File: src/hw/rtl/pfa_pkg.sv
// Shared types, codes and constants of the prime field arithmetic unit.
package pfa_pkg;

  // Word width of operands, modulus and result.
  localparam int DATA_WIDTH = 8;

  // Modulus value after reset.
  localparam logic [DATA_WIDTH-1:0] MODULUS_RESET = DATA_WIDTH'(7);

  // Operation codes carried by a command word.
  typedef enum logic [1:0] {
    ACT_ADD = 2'd0,
    ACT_SUB = 2'd1,
    ACT_MUL = 2'd2,
    ACT_DIV = 2'd3
  } action_t;

  // Status codes carried by a response word.
  typedef enum logic [1:0] {
    STATUS_OK         = 2'd0,
    STATUS_DIV_ZERO   = 2'd1,
    STATUS_NO_INVERSE = 2'd2
  } status_t;

  // Command word.
  typedef struct packed {
    action_t               action;
    logic [DATA_WIDTH-1:0] operand_a;
    logic [DATA_WIDTH-1:0] operand_b;
  } cmd_t;

  // Response word.
  typedef struct packed {
    logic [DATA_WIDTH-1:0] result;
    status_t               status;
  } rsp_t;

  // Operations of the shared modular adder.
  typedef enum logic {
    UNIT_ADD = 1'b0,
    UNIT_SUB = 1'b1
  } unit_op_t;

  // Control word from the sequencer to the shared modular adder.
  typedef struct packed {
    unit_op_t op;
    logic     cin;
  } unit_ctl_t;

endpackage

File: src/hw/rtl/prime_field_alu.sv
// Operands are reduced one bit a cycle, a first and then b; add and subtract then finish
// in the execute state, which strobes done.
// Multiply then runs double-and-add over the multiplier bits, MSB first; divide runs a
// subtractive Euclid pass with a remainder step and a coefficient step per subtraction, then a multiply.
// Every step goes through the one shared modular adder; busy stays high until done,
// and a new word is taken in the done cycle. Synchronous reset sets the modulus to 7.
module prime_field_alu
  import pfa_pkg::*;
(
  input  logic                  clk,
  input  logic                  rst,
  input  logic                  start,
  output logic                  busy,
  input  cmd_t                  cmd,
  output logic                  done,
  output rsp_t                  rsp,
  input  logic                  modulus_we,
  input  logic [DATA_WIDTH-1:0] modulus_wdata
);

  localparam int CNT_W = (DATA_WIDTH > 1) ? $clog2(DATA_WIDTH) : 1;
  localparam logic [CNT_W-1:0] CNT_LAST = CNT_W'(DATA_WIDTH - 1);

  typedef enum logic [2:0] {
    S_IDLE,
    S_RED_A,
    S_RED_B,
    S_EXEC,
    S_MUL,
    S_INV_R,
    S_INV_T
  } state_t;

  state_t                state;
  logic [CNT_W-1:0]      cnt;
  action_t               action;
  logic [DATA_WIDTH-1:0] opa;
  logic [DATA_WIDTH-1:0] opb;
  logic [DATA_WIDTH-1:0] a_val;
  logic [DATA_WIDTH-1:0] b_val;
  logic [DATA_WIDTH-1:0] acc;
  logic [DATA_WIDTH-1:0] mb;
  logic                  phase;
  logic [DATA_WIDTH-1:0] r0;
  logic [DATA_WIDTH-1:0] r1;
  logic [DATA_WIDTH-1:0] t0;
  logic [DATA_WIDTH-1:0] t1;
  logic [DATA_WIDTH-1:0] modulus;

  logic [DATA_WIDTH-1:0] p_eff;
  logic [DATA_WIDTH-1:0] u_x;
  logic [DATA_WIDTH-1:0] u_y;
  logic [DATA_WIDTH-1:0] u_m;
  unit_ctl_t             u_ctl;
  logic [DATA_WIDTH-1:0] u_sum;
  logic                  u_borrow;

  // A modulus below two behaves as one.
  assign p_eff = (modulus < DATA_WIDTH'(2)) ? DATA_WIDTH'(1) : modulus;

  assign busy = (state != S_IDLE);

  // Operand selection for the shared unit in each state.
  always_comb begin
    u_x   = acc;
    u_y   = acc;
    u_m   = p_eff;
    u_ctl = '{op: UNIT_ADD, cin: 1'b0};
    unique case (state)
      S_RED_A: u_ctl.cin = opa[DATA_WIDTH-1];
      S_RED_B: u_ctl.cin = opb[DATA_WIDTH-1];
      S_EXEC: begin
        u_x = a_val;
        u_y = b_val;
        if (action == ACT_SUB) begin
          u_ctl.op = UNIT_SUB;
        end
      end
      S_MUL: begin
        if (phase) begin
          u_y = a_val;
        end
      end
      S_INV_R: begin
        u_x      = r0;
        u_y      = r1;
        u_m      = '0;
        u_ctl.op = UNIT_SUB;
      end
      S_INV_T: begin
        u_x      = t0;
        u_y      = t1;
        u_ctl.op = UNIT_SUB;
      end
      default: begin
        u_x = acc;
      end
    endcase
  end

  pfa_mod_unit u_unit (
    .x      (u_x),
    .y      (u_y),
    .m      (u_m),
    .ctl    (u_ctl),
    .sum    (u_sum),
    .borrow (u_borrow)
  );

  // Sequencer, modulus register and response register.
  always_ff @(posedge clk) begin
    done <= 1'b0;
    if (rst) begin
      state   <= S_IDLE;
      modulus <= MODULUS_RESET;
      phase   <= 1'b0;
    end else begin
      if (modulus_we) begin
        modulus <= modulus_wdata;
      end
      unique case (state)
        S_IDLE: begin
          if (start) begin
            action <= cmd.action;
            opa    <= cmd.operand_a;
            opb    <= cmd.operand_b;
            acc    <= '0;
            cnt    <= CNT_LAST;
            state  <= S_RED_A;
          end
        end
        // Reduce operand a MSB first: acc = 2*acc + bit mod p.
        S_RED_A: begin
          opa <= opa << 1;
          if (cnt == '0) begin
            a_val <= u_sum;
            acc   <= '0;
            cnt   <= CNT_LAST;
            state <= S_RED_B;
          end else begin
            acc <= u_sum;
            cnt <= cnt - 1'b1;
          end
        end
        S_RED_B: begin
          opb <= opb << 1;
          if (cnt == '0) begin
            b_val <= u_sum;
            acc   <= '0;
            state <= S_EXEC;
          end else begin
            acc <= u_sum;
            cnt <= cnt - 1'b1;
          end
        end
        // Add and subtract finish here; multiply and divide start their loops.
        S_EXEC: begin
          unique case (action) inside
            ACT_ADD, ACT_SUB: begin
              done       <= 1'b1;
              rsp.result <= u_sum;
              rsp.status <= STATUS_OK;
              state      <= S_IDLE;
            end
            ACT_MUL: begin
              mb    <= b_val;
              acc   <= '0;
              cnt   <= CNT_LAST;
              phase <= 1'b0;
              state <= S_MUL;
            end
            ACT_DIV: begin
              if (b_val == '0) begin
                done       <= 1'b1;
                rsp.result <= '0;
                rsp.status <= STATUS_DIV_ZERO;
                state      <= S_IDLE;
              end else begin
                r0    <= p_eff;
                r1    <= b_val;
                t0    <= '0;
                t1    <= DATA_WIDTH'(1);
                state <= S_INV_R;
              end
            end
            default: state <= S_IDLE;
          endcase
        end
        // Double-and-add over the multiplier bits, MSB first.
        S_MUL: begin
          acc <= u_sum;
          if (!phase && mb[DATA_WIDTH-1]) begin
            phase <= 1'b1;
          end else begin
            phase <= 1'b0;
            mb    <= mb << 1;
            if (cnt == '0) begin
              done       <= 1'b1;
              rsp.result <= u_sum;
              rsp.status <= STATUS_OK;
              state      <= S_IDLE;
            end else begin
              cnt <= cnt - 1'b1;
            end
          end
        end
        // Subtractive Euclid on the remainders; swap the pairs when r0 < r1.
        S_INV_R: begin
          if (r1 == '0) begin
            if (r0 == DATA_WIDTH'(1)) begin
              mb    <= t0;
              acc   <= '0;
              cnt   <= CNT_LAST;
              phase <= 1'b0;
              state <= S_MUL;
            end else begin
              done       <= 1'b1;
              rsp.result <= '0;
              rsp.status <= STATUS_NO_INVERSE;
              state      <= S_IDLE;
            end
          end else if (u_borrow) begin
            r0 <= r1;
            r1 <= r0;
            t0 <= t1;
            t1 <= t0;
          end else begin
            r0    <= u_sum;
            state <= S_INV_T;
          end
        end
        // Matching coefficient update: t0 = t0 - t1 mod p.
        S_INV_T: begin
          t0    <= u_sum;
          state <= S_INV_R;
        end
        default: state <= S_IDLE;
      endcase
    end
  end

endmodule

File: src/hw/rtl/pfa_mod_unit.sv
// Shared modular adder/subtractor with a single correction step.
module pfa_mod_unit
  import pfa_pkg::*;
(
  input  logic [DATA_WIDTH-1:0] x,
  input  logic [DATA_WIDTH-1:0] y,
  input  logic [DATA_WIDTH-1:0] m,
  input  unit_ctl_t             ctl,
  output logic [DATA_WIDTH-1:0] sum,
  output logic                  borrow
);

  logic [DATA_WIDTH:0] raw;

  // Add: x + y + cin, minus m once if the sum reaches m.
  // Subtract: x - y, plus m once if it went negative (m of zero gives the raw difference).
  always_comb begin
    raw    = '0;
    sum    = '0;
    borrow = 1'b0;
    unique case (ctl.op)
      UNIT_ADD: begin
        raw = {1'b0, x} + {1'b0, y} + {{DATA_WIDTH{1'b0}}, ctl.cin};
        if (raw >= {1'b0, m}) begin
          sum = raw[DATA_WIDTH-1:0] - m;
        end else begin
          sum = raw[DATA_WIDTH-1:0];
        end
      end
      UNIT_SUB: begin
        raw    = {1'b0, x} - {1'b0, y};
        borrow = raw[DATA_WIDTH];
        if (borrow) begin
          sum = raw[DATA_WIDTH-1:0] + m;
        end else begin
          sum = raw[DATA_WIDTH-1:0];
        end
      end
      default: begin
        sum = raw[DATA_WIDTH-1:0];
      end
    endcase
  end

endmodule

File: config.mk
export PLATFORM = sky130hd
export DESIGN_NAME = prime_field_alu
export DESIGN_NICKNAME = d
export VERILOG_FILES = /design/src/hw/rtl/pfa_pkg.sv /design/src/hw/rtl/prime_field_alu.sv /design/src/hw/rtl/pfa_mod_unit.sv
export SDC_FILE = /design/constraint.sdc
export NUM_CORES = 1
export LEC_CHECK = 0
export BUFFER_PORTS_ARGS = -buffer_cell sky130_fd_sc_hd__buf_2
export CORE_ASPECT_RATIO = 1.25
export CORE_MARGIN = 2
export CORE_UTILIZATION = 45
export CTS_BUF_LIST = sky130_fd_sc_hd__clkbuf_8
export DETAILED_ROUTE_END_ITERATION = 8
export PLACE_DENSITY_LB_ADDON = 0.3
export SLEW_MARGIN = 20
export SYNTH_ARGS = -nofsm -noshare
export SYNTH_HDL_FRONTEND = slang
export SYNTH_SLANG_ARGS = --single-unit
File: constraint.sdc
create_clock -name clk -period 9.75 [get_ports clk]
set_clock_uncertainty 0.2 [all_clocks]
set_input_delay 0.975 -clock clk [delete_from_list [all_inputs] [get_ports clk]]
set_output_delay 0.975 -clock clk [all_outputs]
set_load 0.05 [all_outputs]
==> results.md <==
* Setup Fix Bufs, Post-CTS at 0
* Residual DRC at 0
* Fin Setup TNS at 0 ns
* Via count at 5,638
* DP HPWL at 16,210 um
* CP Cell Sequence: and3b_1, o32ai_1, a221o_1, inv_1, fa_1, inv_1, fa_1, a211oi_4, o21bai_1, a21oi_2, xnor2_1, ha_1, nand4_1, o21ai_0, a31oi_4, nand2_2, inv_1, o311ai_1, inv_1
* Worst path slowest cell: dfxtp_1
* Drt total wl at 20,970 um
* Initial antenna violation count at 0
* Max cap viols at 0
* Clock latency on the worst-skew pair at 0.39 ns
* Clock transition at path regs at 0.12 ns
* First-pass GRT wire length at 31,760 um
* Largest stage delay on the critical path at 0.91 ns
* First-pass iteration count of the detailed router at 6
* Iter 0 DRT Violations at 461
* Final hold viol count at 0
* Die Area at 0.01650 mm2
* Routed Antenna Nets at 0
* Net Count, Synth at 768
* Top-count cell post-synth: nand2_1
* Post-CTS Hold Buffers at 0
* CTS buffer count at 9
* CP required at 9.68 ns
* Layout cells sized above 1 at 0.1470
* Crit. End Element: flop
* # resized after CTS at 0
* Max-Slew Margin vs Limit at 0.2429
* Critical path arrival at 6.48 ns
* Initial Util at 0.4622
* GRT Total Usage at 0.2610
* CP Class: flop to flop
* Ant. Diodes at 0
* Register bit total from synthesis at 108
* Cell row count at 50
* Layout area overhead at 7.614%
* Post-synthesis average cell area at 9.954 um2
* Gr ovfl total at 0
* YS warnings at 0
* Register area share after synthesis at 0.4468
* Main synth FF type: edfxtp_1
* F_max at 152.6 MHz
* Largest net degree at the start of global routing at 34
* Final Setup Violations at 0
* Synth cell count leaders: 102 x nand2_1, 95 x edfxtp_1, 55 x nor2_1
* Cell accounting for the most synthesized area: edfxtp_1
* Cell area after synthesis at 0.006968 mm2
* Worst Max-Slew Pin Slew at 1.132 ns
* Vias in the first global route at 5,536
* Port Buffers at 41
* DR vias/cell at 6.024
* GP Congestion at 0.9977
* Final Cycle Share at 0.6723
* Post-DR wirelength/cell at 22.41 um
* Synth top area cells: edfxtp_1 41%, ha_1 5.9%, nand2_1 5.5%, dfxtp_1 3.7%, a21oi_1 3.2%
* Hold Crit Class: flop to flop
* RSZ-0062 raised after global routing: no
* H-Tree Depth at 3
* Io pins at 42
* Worst-path fanout max at 23
* Netlist cell types at 84
* CP dominant cell by count: inv_1
* DIE WIDTH at 115.3 um
* FFs w/ async S/R, synth at 0
* Die Span Y at 143.1 um
* Synth top area share at 0.4094
* CTS tree: done
* CTS sink count at 108
* Clk root buf: clkbuf_8
* CP startpoint kind: flop
* Outcome: complete, no violations
* Post-synth EDFFs at 95
* Layout Nets at 791
* CTS Buffer Depth at 2
* Core ar. at 0.01508 mm2
* Mapped Cells at 700
* Final Slew Violations at 0
* Min Tclk post-route at 6.555 ns
## cells in the final DEF, fill, tap and decap left out, drive strengths merged, types with 4 or more instances in the layout
cell type / instances
nand2b: 8
buf: 49
dfxtp: 13
mux2: 8
inv: 40
a221o: 10
clkbuf: 11
nor2: 56
o21a: 6
nand3: 6
a211oi: 14
nand2: 103
o21ai: 46
nor4: 9
edfxtp: 95
a31oi: 5
a22oi: 20
a21oi: 47
mux2i: 21
o211ai: 7
fa: 5
nor2b: 16
xor2: 10
and2: 4
and3: 10
nor3: 9
ha: 33
xnor2: 10
o31ai: 4
## path summary, 6_finish.rpt
kind / slack (ns) / startpoint / end / cells past startpoint
setup / recovery: 3.19 / state[0] / b_val[6] / 19
hold / removal: 0.32 / opa[3] / opa[4] / 2
setup reg to reg: 3.19 / state[0] / b_val[6] / 19
hold reg to reg: 0.32 / opa[3] / opa[4] / 2
## sequential cells by signal, indices dropped and copies added (netlist names)
name,flops
a_val,8
acc,8
action,2
b_val,8
cnt,3
done,1
mb,8
modulus,8
opa,8
opb,8
phase,1
r0,8
r1,8
rsp,10
state,3
t0,8
t1,8
## cell families (layout without fill, tap and decap cells)
family                     Yosys count  in the layout  synth area share
xor gates and xnor gates            20             20           0.02729
muxes                               29             29           0.04310
buffers and inverters               73            101           0.04687
and+or+nand+nor                    238            238            0.1616
adders and majority gates           38             38           0.07362
DFF                                108            108            0.4468
AOI/OAI and AO/OA                  194            194            0.2008
## metal layers
| metal | up-vias | global-route usage | share of wire |
|---|---|---|---|
| met4 | 0 | 0.1617 | 0.071 |
| met1 | 2697 | 0.3060 | 0.38 |
| met3 | 79 | 0.03693 | 0.053 |
| met5 | - | 0 | 0 |
| met2 | 256 | 0.4463 | 0.50 |
| li1 | 2606 | - | - |
## layout make-up
class / instances / area [um2]
Sequential cell: 108 / 3113
Multi-Input combinational cell: 519 / 3533
Clock inverter: 5 / 40.04
Tap cell: 208 / 260.3
Fill cell: 1431 / 7579
Timing Repair Buffer: 49 / 265.3
Clock buffer: 11 / 151.4
Inverter: 36 / 135.1
## stage by stage
step	util	hold slack [ns]	setup WS, ns	area [um2]	cells
finish	0.4973	0.3247	3.195	7498	936
global route	0.4973	0.3655	2.876	7498	936
floorplan	-	0.2836	5.013	6968	700
CTS	0.4970	0.3307	3.278	7493	936
global placement	0.4843	0.2912	3.481	7302	920
detailed placement	0.4843	0.3050	3.301	7302	920
## worst max-delay path, delay by kind of cell, from the launching register on
family,cells,cell delay (ns)
flip-flops,1,0.91
buffers and inverters,4,0.37
XOR/XNOR,1,0.12
adder cells (fa/ha/maj),3,1.03
AND/OR/NAND/NOR,3,1.23
AO/OA/AOI/OAI,8,2.43
Power is not shown: default switching activity piles up to over one toggle a cycle in this logic, so the estimate is an artifact.
